===== config.mk =====
export PLATFORM = sky130hd
export DESIGN_NAME = at_ipd_payload_deframer_core_flat
export DESIGN_NICKNAME = d
export VERILOG_FILES = /design/src/hw/rtl/ipd_dfr_pkg.sv /design/src/hw/rtl/ipd_dfr_if.sv /design/src/hw/rtl/at_ipd_payload_deframer_core.sv /design/src/hw/rtl/ipd_dfr_parser.sv /design/src/flat_wrapper.sv
export SDC_FILE = /design/constraint.sdc
export NUM_CORES = 1
export LEC_CHECK = 0
export ABC_AREA = 1
export BUFFER_PORTS_ARGS = -buffer_cell sky130_fd_sc_hd__buf_2
export CORE_MARGIN = 3
export CORE_UTILIZATION = 45
export DETAILED_ROUTE_END_ITERATION = 7
export MAX_ROUTING_LAYER = met4
export PLACE_DENSITY = 0.62
export SLEW_MARGIN = 40
export SYNTH_ARGS = -nofsm -noshare
export SYNTH_HDL_FRONTEND = slang
export SYNTH_SLANG_ARGS = --single-unit
export TNS_END_PERCENT = 1

===== constraint.sdc =====
create_clock -name i_clk -period 3.23 [get_ports i_clk]
set_input_delay 0.646 -clock i_clk [delete_from_list [all_inputs] [get_ports i_clk]]
set_output_delay 0.646 -clock i_clk [all_outputs]
set_load 0.005 [all_outputs]

===== src/hw/rtl/ipd_dfr_pkg.sv =====
// Package for the IPD payload deframer: frame phase type, result record,
// header characters and fixed field widths. No dependencies.
package ipd_dfr_pkg;

    localparam int unsigned BYTE_W  = 8;
    localparam int unsigned INDEX_W = 7;
    localparam int unsigned ID_W    = 4;
    localparam int unsigned LEN_W   = 16;
    localparam int unsigned COUNT_W = 8;

    localparam logic [COUNT_W-1:0] MAX_PAYLOAD = 8'd128;
    localparam logic [LEN_W-1:0]   LEN_SAT     = 16'hFFFF;

    localparam logic [BYTE_W-1:0] CH_PLUS  = 8'h2B;
    localparam logic [BYTE_W-1:0] CH_I     = 8'h49;
    localparam logic [BYTE_W-1:0] CH_P     = 8'h50;
    localparam logic [BYTE_W-1:0] CH_D     = 8'h44;
    localparam logic [BYTE_W-1:0] CH_COMMA = 8'h2C;
    localparam logic [BYTE_W-1:0] CH_COLON = 8'h3A;
    localparam logic [BYTE_W-1:0] CH_ZERO  = 8'd48;
    localparam logic [BYTE_W-1:0] CH_NINE  = 8'd57;

    typedef enum logic [1:0] {
        PH_HUNT    = 2'd0,
        PH_CLIENT  = 2'd1,
        PH_LENGTH  = 2'd2,
        PH_PAYLOAD = 2'd3
    } t_phase;

    typedef struct packed {
        logic [BYTE_W-1:0]  payload_byte;
        logic [INDEX_W-1:0] byte_index;
        logic [ID_W-1:0]    conn_id;
        logic [LEN_W-1:0]   declared_length;
        logic               last;
    } t_result;

endpackage


===== src/hw/rtl/ipd_dfr_if.sv =====
// Valid/ready channel interfaces of the IPD payload deframer.
// Depends on ipd_dfr_pkg for field widths.
interface ipd_dfr_rx_if;
    logic                            valid;
    logic                            ready;
    logic [ipd_dfr_pkg::BYTE_W-1:0]  rx_byte;

    modport source (output valid, output rx_byte, input ready);
    modport sink   (input valid, input rx_byte, output ready);
endinterface

interface ipd_dfr_pl_if;
    logic                            valid;
    logic                            ready;
    logic [ipd_dfr_pkg::BYTE_W-1:0]  payload_byte;
    logic [ipd_dfr_pkg::INDEX_W-1:0] byte_index;
    logic [ipd_dfr_pkg::ID_W-1:0]    conn_id;
    logic [ipd_dfr_pkg::LEN_W-1:0]   declared_length;
    logic                            last;

    modport source (output valid, output payload_byte, output byte_index, output conn_id,
                    output declared_length, output last, input ready);
    modport sink   (input valid, input payload_byte, input byte_index, input conn_id,
                    input declared_length, input last, output ready);
endinterface


===== src/hw/rtl/at_ipd_payload_deframer_core.sv =====
// IPD payload deframer top level: input register, frame parser, result register.
// An accepted byte is held in the input register; its result then loads the result register.
// Throughput: one byte per cycle; i_rx stalls only while a result waits on o_pl
// and the held byte would produce another.
// Reset: synchronous, active low; clears the window, phase, counters, client and mux_enabled.
// Depends on ipd_dfr_pkg, ipd_dfr_if and ipd_dfr_parser.
module at_ipd_payload_deframer_core (
    input  logic                i_clk,
    input  logic                i_rst_n,
    input  logic                i_cfg_we,
    input  logic                i_cfg_wdata,
    ipd_dfr_rx_if.sink          i_rx,
    ipd_dfr_pl_if.source        o_pl
);

    logic                           r_mux_en;
    logic                           r_in_valid;
    logic [ipd_dfr_pkg::BYTE_W-1:0] r_in_byte;
    logic                           r_out_valid;
    ipd_dfr_pkg::t_result           r_out;

    logic                           emit;
    ipd_dfr_pkg::t_result           result;
    logic                           out_free;
    logic                           advance;

    assign out_free   = !r_out_valid || o_pl.ready;
    assign advance    = r_in_valid && (!emit || out_free);
    assign i_rx.ready = !r_in_valid || advance;

    ipd_dfr_parser u_parser (
        .i_clk    (i_clk),
        .i_rst_n  (i_rst_n),
        .i_step   (advance),
        .i_byte   (r_in_byte),
        .i_mux_en (r_mux_en),
        .o_emit   (emit),
        .o_result (result)
    );

    always_ff @(posedge i_clk) begin
        if (!i_rst_n) begin
            r_mux_en <= 1'b0;
        end else if (i_cfg_we) begin
            r_mux_en <= i_cfg_wdata;
        end
    end

    always_ff @(posedge i_clk) begin
        if (!i_rst_n) begin
            r_in_valid <= 1'b0;
        end else if (i_rx.ready) begin
            r_in_valid <= i_rx.valid;
        end
    end

    always_ff @(posedge i_clk) begin
        if (i_rx.ready && i_rx.valid) begin
            r_in_byte <= i_rx.rx_byte;
        end
    end

    always_ff @(posedge i_clk) begin
        if (!i_rst_n) begin
            r_out_valid <= 1'b0;
        end else if (advance && emit) begin
            r_out_valid <= 1'b1;
        end else if (o_pl.ready) begin
            r_out_valid <= 1'b0;
        end
    end

    always_ff @(posedge i_clk) begin
        if (advance && emit) begin
            r_out <= result;
        end
    end

    assign o_pl.valid           = r_out_valid;
    assign o_pl.payload_byte    = r_out.payload_byte;
    assign o_pl.byte_index      = r_out.byte_index;
    assign o_pl.conn_id         = r_out.conn_id;
    assign o_pl.declared_length = r_out.declared_length;
    assign o_pl.last            = r_out.last;

endmodule


===== src/hw/rtl/ipd_dfr_parser.sv =====
// Frame parser of the IPD payload deframer: byte window, phase machine,
// client id, length accumulator and payload counter. Depends on ipd_dfr_pkg.
module ipd_dfr_parser (
    input  logic                           i_clk,
    input  logic                           i_rst_n,
    input  logic                           i_step,
    input  logic [ipd_dfr_pkg::BYTE_W-1:0] i_byte,
    input  logic                           i_mux_en,
    output logic                           o_emit,
    output ipd_dfr_pkg::t_result           o_result
);

    logic [ipd_dfr_pkg::BYTE_W-1:0]  r_recent [4];
    ipd_dfr_pkg::t_phase             r_phase, n_phase;
    logic [ipd_dfr_pkg::LEN_W-1:0]   r_len, n_len;
    logic [ipd_dfr_pkg::COUNT_W-1:0] r_count, n_count;
    logic [ipd_dfr_pkg::ID_W-1:0]    r_client, n_client;

    logic                            hdr;
    logic                            is_digit;
    logic [ipd_dfr_pkg::ID_W-1:0]    digit;
    logic [ipd_dfr_pkg::LEN_W+3:0]   len_mul;
    logic [ipd_dfr_pkg::LEN_W-1:0]   len_next;
    logic [ipd_dfr_pkg::COUNT_W-1:0] count_inc;
    logic                            done;

    assign hdr = (r_recent[0] == ipd_dfr_pkg::CH_PLUS) && (r_recent[1] == ipd_dfr_pkg::CH_I) &&
                 (r_recent[2] == ipd_dfr_pkg::CH_P) && (r_recent[3] == ipd_dfr_pkg::CH_D) &&
                 (i_byte == ipd_dfr_pkg::CH_COMMA);
    assign is_digit  = (i_byte >= ipd_dfr_pkg::CH_ZERO) && (i_byte <= ipd_dfr_pkg::CH_NINE);
    assign digit     = i_byte[ipd_dfr_pkg::ID_W-1:0];
    assign len_mul   = ({4'd0, r_len} << 3) + ({4'd0, r_len} << 1) + {16'd0, digit};
    assign len_next  = (len_mul[ipd_dfr_pkg::LEN_W+3:ipd_dfr_pkg::LEN_W] != 4'd0) ?
                       ipd_dfr_pkg::LEN_SAT : len_mul[ipd_dfr_pkg::LEN_W-1:0];
    assign count_inc = r_count + 8'd1;
    assign done      = ({8'd0, count_inc} == r_len) || (count_inc >= ipd_dfr_pkg::MAX_PAYLOAD);

    always_comb begin
        n_phase = r_phase;
        unique case (r_phase)
            ipd_dfr_pkg::PH_HUNT: begin
                if (hdr) begin
                    n_phase = i_mux_en ? ipd_dfr_pkg::PH_CLIENT : ipd_dfr_pkg::PH_LENGTH;
                end
            end
            ipd_dfr_pkg::PH_CLIENT: begin
                if (i_byte == ipd_dfr_pkg::CH_COMMA) begin
                    n_phase = ipd_dfr_pkg::PH_LENGTH;
                end
            end
            ipd_dfr_pkg::PH_LENGTH: begin
                if (i_byte == ipd_dfr_pkg::CH_COLON) begin
                    n_phase = ipd_dfr_pkg::PH_PAYLOAD;
                end
            end
            ipd_dfr_pkg::PH_PAYLOAD: begin
                if (done) begin
                    n_phase = ipd_dfr_pkg::PH_HUNT;
                end
            end
            default: n_phase = ipd_dfr_pkg::PH_HUNT;
        endcase
    end

    always_comb begin
        n_len    = r_len;
        n_count  = r_count;
        n_client = r_client;
        o_emit   = 1'b0;
        o_result.payload_byte    = i_byte;
        o_result.byte_index      = r_count[ipd_dfr_pkg::INDEX_W-1:0];
        o_result.conn_id         = r_client;
        o_result.declared_length = r_len;
        o_result.last            = done;
        unique case (r_phase)
            ipd_dfr_pkg::PH_HUNT: begin
                if (hdr) begin
                    n_client = '0;
                end
            end
            ipd_dfr_pkg::PH_CLIENT: begin
                if (i_byte != ipd_dfr_pkg::CH_COMMA) begin
                    n_client = is_digit ? digit : '0;
                end
            end
            ipd_dfr_pkg::PH_LENGTH: begin
                if (is_digit) begin
                    n_len = len_next;
                end
            end
            ipd_dfr_pkg::PH_PAYLOAD: begin
                o_emit = 1'b1;
                if (done) begin
                    n_len   = '0;
                    n_count = '0;
                end else begin
                    n_count = count_inc;
                end
            end
            default: o_emit = 1'b0;
        endcase
    end

    always_ff @(posedge i_clk) begin
        if (!i_rst_n) begin
            r_recent[0] <= '0;
            r_recent[1] <= '0;
            r_recent[2] <= '0;
            r_recent[3] <= '0;
            r_phase     <= ipd_dfr_pkg::PH_HUNT;
            r_len       <= '0;
            r_count     <= '0;
            r_client    <= '0;
        end else if (i_step) begin
            r_recent[0] <= r_recent[1];
            r_recent[1] <= r_recent[2];
            r_recent[2] <= r_recent[3];
            r_recent[3] <= i_byte;
            r_phase     <= n_phase;
            r_len       <= n_len;
            r_count     <= n_count;
            r_client    <= n_client;
        end
    end

endmodule


===== src/flat_wrapper.sv =====
// flat-port wrapper written by rule: the top's interface ports become plain ports
module at_ipd_payload_deframer_core_flat 
  (i_clk, i_rst_n, i_cfg_we, i_cfg_wdata, i_rx_valid, i_rx_rx_byte, i_rx_ready, o_pl_valid, o_pl_payload_byte, o_pl_byte_index, o_pl_conn_id, o_pl_declared_length, o_pl_last, o_pl_ready);
  ipd_dfr_rx_if i_rx_i ();
  ipd_dfr_pl_if o_pl_i ();
  input  logic i_clk;
  input  logic i_rst_n;
  input  logic i_cfg_we;
  input  logic i_cfg_wdata;
  input wire logic [$bits(i_rx_i.valid)-1:0] i_rx_valid;
  input wire logic [$bits(i_rx_i.rx_byte)-1:0] i_rx_rx_byte;
  output wire logic [$bits(i_rx_i.ready)-1:0] i_rx_ready;
  output wire logic [$bits(o_pl_i.valid)-1:0] o_pl_valid;
  output wire logic [$bits(o_pl_i.payload_byte)-1:0] o_pl_payload_byte;
  output wire logic [$bits(o_pl_i.byte_index)-1:0] o_pl_byte_index;
  output wire logic [$bits(o_pl_i.conn_id)-1:0] o_pl_conn_id;
  output wire logic [$bits(o_pl_i.declared_length)-1:0] o_pl_declared_length;
  output wire logic [$bits(o_pl_i.last)-1:0] o_pl_last;
  input wire logic [$bits(o_pl_i.ready)-1:0] o_pl_ready;
  assign i_rx_i.valid = i_rx_valid;
  assign i_rx_i.rx_byte = i_rx_rx_byte;
  assign i_rx_ready = i_rx_i.ready;
  assign o_pl_valid = o_pl_i.valid;
  assign o_pl_payload_byte = o_pl_i.payload_byte;
  assign o_pl_byte_index = o_pl_i.byte_index;
  assign o_pl_conn_id = o_pl_i.conn_id;
  assign o_pl_declared_length = o_pl_i.declared_length;
  assign o_pl_last = o_pl_i.last;
  assign o_pl_i.ready = o_pl_ready;
  at_ipd_payload_deframer_core u_core (.i_clk(i_clk), .i_rst_n(i_rst_n), .i_cfg_we(i_cfg_we), .i_cfg_wdata(i_cfg_wdata), .i_rx(i_rx_i), .o_pl(o_pl_i));
endmodule

==> flow_summary.json <==
{
  "status": "finished clean",
  "cts_buffer_depth": 2,
  "p_int_mw": 2.07,
  "fillers": 1131,
  "avgSynthCellArea_um2": 8.66,
  "grt_max_degree": 33,
  "startpoint_type": "flip-flop",
  "drtIter0Drc": 351,
  "finalSetupViolations": 0,
  "rsz0062_at_grt": "false",
  "postRouteAntennaNets": 0,
  "grt_pass1_vias": 4204,
  "synth-edff-count": 76,
  "ys_seq_area_frac": 0.510,
  "grt_pass1_wl_um": 20200,
  "yosysWarnings": 0,
  "hold_path.class": "reg2reg",
  "area_growth_pct": 13.1,
  "synth-main-ff-cell": "edfxtp_1",
  "setup_ws_ns": 0.305,
  "insertion_delay_ns": 0.33,
  "whs_endpoint": "u_core.o_pl.conn_id[3]",
  "rr_worst_depth": 15,
  "pwr-share-clk": 0.385,
  "crit_required_ns": 3.44,
  "swShare": 0.213,
  "core_area_mm2": 0.0123,
  "netlist_area_mm2": 0.00577,
  "cts_tree": "built",
  "p_seq_frac": 0.586,
  "layout_commonest_cell": "nand2_1",
  "htree_levels": 3,
  "grtUsageTotal": 0.180,
  "critical_path.max_fanout": 16,
  "power.switching_mw": 0.559,
  "period_needed_ns": 2.92,
  "p_per_area_mw_per_mm2": 403,
  "numPortBuffers": 51,
  "final-seq-area_mm2": 0.00294,
  "rr_endpoint": "u_core.u_parser.r_len[7]",
  "multi_input_area_mm2": 0.00236,
  "clk_pin_slew_worst_paths_ns": 0.07,
  "synth_cell_types": 35,
  "path_class": "reg2reg",
  "post-route-drc-count": 0,
  "via_per_inst": 4.82,
  "cts.sinks": 109,
  "first_pass_iters": 4,
  "grt.overflow.total": 0,
  "die_h_um": 119,
  "tns_ns": 0,
  "ir_drop_uv": 246,
  "ctsRootBufferMaster": "clkbuf_16",
  "ctsResizeCount": 0,
  "num_vias": 4336,
  "timing.critical_path.from": "u_core.r_in_byte[3]",
  "reg2reg_setup_slack_ns": 0.31,
  "place_hpwl_um": 9000,
  "place_area_mm2": 0.00624,
  "fin_area_mm2": 0.00652,
  "fin_crit_sh": 0.905,
  "r2r_start": "u_core.r_in_byte[3]",
  "rows": 40,
  "antenna_cells": 0,
  "end_kind": "flip-flop",
  "tightest_slew_ns": 0.453,
  "ioPinCount": 52,
  "place_congestion": 0.884,
  "relSlewSlack": 0.698,
  "antenna_found_initial": 0,
  "die_x_um": 119,
  "syn_nets": 718,
  "holdCritStartpoint": "u_core.u_parser.r_client[3]",
  "synth_seq_cells": 109,
  "drive_gt1_frac": 0.150,
  "whs_path_depth": 0,
  "cp_data_arrival_time_ns": 3.14,
  "slew_viol_final": 0,
  "pre_cts_slack_ns": 0.337,
  "wire_per_inst_um": 13.3,
  "async_flop_share": 0,
  "p_comb_frac": 0.029,
  "cap_violations": 0,
  "start_util": 0.470,
  "fmaxAchievable_mhz": 342,
  "ctsHoldBuffers": 0,
  "num-nets-final": 778,
  "hold_viol_final": 0,
  "final_cell_mix": "191 x nand2_1, 105 x inv_1, 76 x edfxtp_1",
  "syn_inst": 666,
  "drt_wl_total_um": 12000,
  "cts_buffers": 9,
  "leakage_nw": 3.08,
  "cts_setup_buffers": 0,
  "fin_worst_skew_ns": 0.00328,
  "dieArea_mm2": 0.0142
}
==> kinds of logic after synthesis <==
kind of cell	Yosys count	synth area share
xor+xnor	11	0.0167
fa+ha+maj	38	0.0851
buf+inv	117	0.0807
compound gates	57	0.0575
simple gates	334	0.250
flops	109	0.510
==> metal layers <==
metal | track usage | share of wire | vias to the layer above
met3 | 0.0247 | 0.031 | 10
met2 | 0.303 | 0.51 | 62
li1 | - | - | 2255
met4 | 0.0398 | 0.011 | 0
met1 | 0.233 | 0.45 | 2009
met5 | - | 0 | -
==> registers in the layout, summed over array words and instances (netlist names) <==
signal	count
u_core.u_parser.r_len	16
u_core.o_pl.last	1
u_core.r_in_valid	1
u_core.u_parser.r_count	8
u_core.u_parser.r_phase	2
u_core.o_pl.valid	1
u_core.o_pl.byte_index	7
u_core.r_mux_en	1
u_core.o_pl.payload_byte	8
u_core.u_parser.r_client	4
u_core.o_pl.conn_id	4
u_core.r_in_byte	8
u_core.o_pl.declared_length	16
u_core.u_parser.r_recent	32
==> critical path, cell delays in order, from the launching register on <==
cell and delay (ns):
edfxtp_1 0.49, fa_1 0.57, inv_1 0.07, fa_1 0.45, inv_1 0.07, nand3_1 0.06
nand2_1 0.12, nand2_1 0.08, nand2_1 0.09, nand2_1 0.07, nand3_1 0.07, nand2_1 0.08
nor2_4 0.30, nand3_1 0.13, nand2_1 0.10, a21oi_2 0.05
==> final cells by class <==
class	instances	area share
Sequential cell	109	0.451
Multi-Input combinational cell	440	0.362
Inverter	106	0.0610
Timing Repair Buffer	60	0.0514
Clock buffer	9	0.0345
Tap cell	168	0.0322
Clock inverter	7	0.00787
==> worst max-delay path by stage <==
stage	to	depth (start not counted)
6_report	u_core.u_parser.r_len[7]	15
5_1_grt	u_core.u_parser.r_len[14]	15
4_1_cts	u_core.u_parser.r_len[11]	15
3_5_place_dp	u_core.u_parser.r_len[11]	15
3_3_place_gp	u_core.u_parser.r_len[11]	15
2_1_floorplan	u_core.u_parser.r_len[10]	16
==> cell usage after synthesis (2+ instances only) <==
cell / n / area [µm²]
a21oi_1: 34 / 170
a21oi_2: 11 / 96.3
buf_4: 2 / 15.0
clkbuf_1: 6 / 22.5
dfxtp_1: 33 / 661
edfxtp_1: 76 / 2280
fa_1: 2 / 40.0
ha_1: 36 / 450
inv_1: 105 / 394
nand2_1: 191 / 717
nand2_2: 11 / 68.8
nand3_1: 42 / 210
nand3_2: 2 / 20.0
nand3b_1: 2 / 15.0
nand4_1: 2 / 12.5
nor2_1: 59 / 221
nor2_2: 3 / 18.8
nor2_4: 2 / 22.5
nor3_1: 13 / 65.1
o21ai_0: 9 / 45.0
or2_2: 2 / 12.5
xnor2_1: 9 / 78.8
xor2_1: 2 / 17.5
==> power by group through the flow <==
stage          combinational [mW]  clock (mW)  sequential [mW]
3_5_place_dp               0.0779           0             1.57
2_1_floorplan              0.0511           0             1.57
6_report                   0.0768        1.01             1.54
4_1_cts                    0.0787        1.05             1.54
5_1_grt                    0.0883        1.10             1.54
3_3_place_gp               0.0764           0             1.57
==> stage by stage <==
stage                     hold slack, ns  power (mW)   util  cells
after floorplan                    0.409        1.62      -    666
after global placement             0.417        1.65  0.509    883
after detailed placement           0.422        1.65  0.509    883
after CTS                          0.441        2.66  0.532    899
after global routing               0.451        2.73  0.532    899
final                              0.437        2.63  0.532    899
Power figures use the tool's default switching activity.
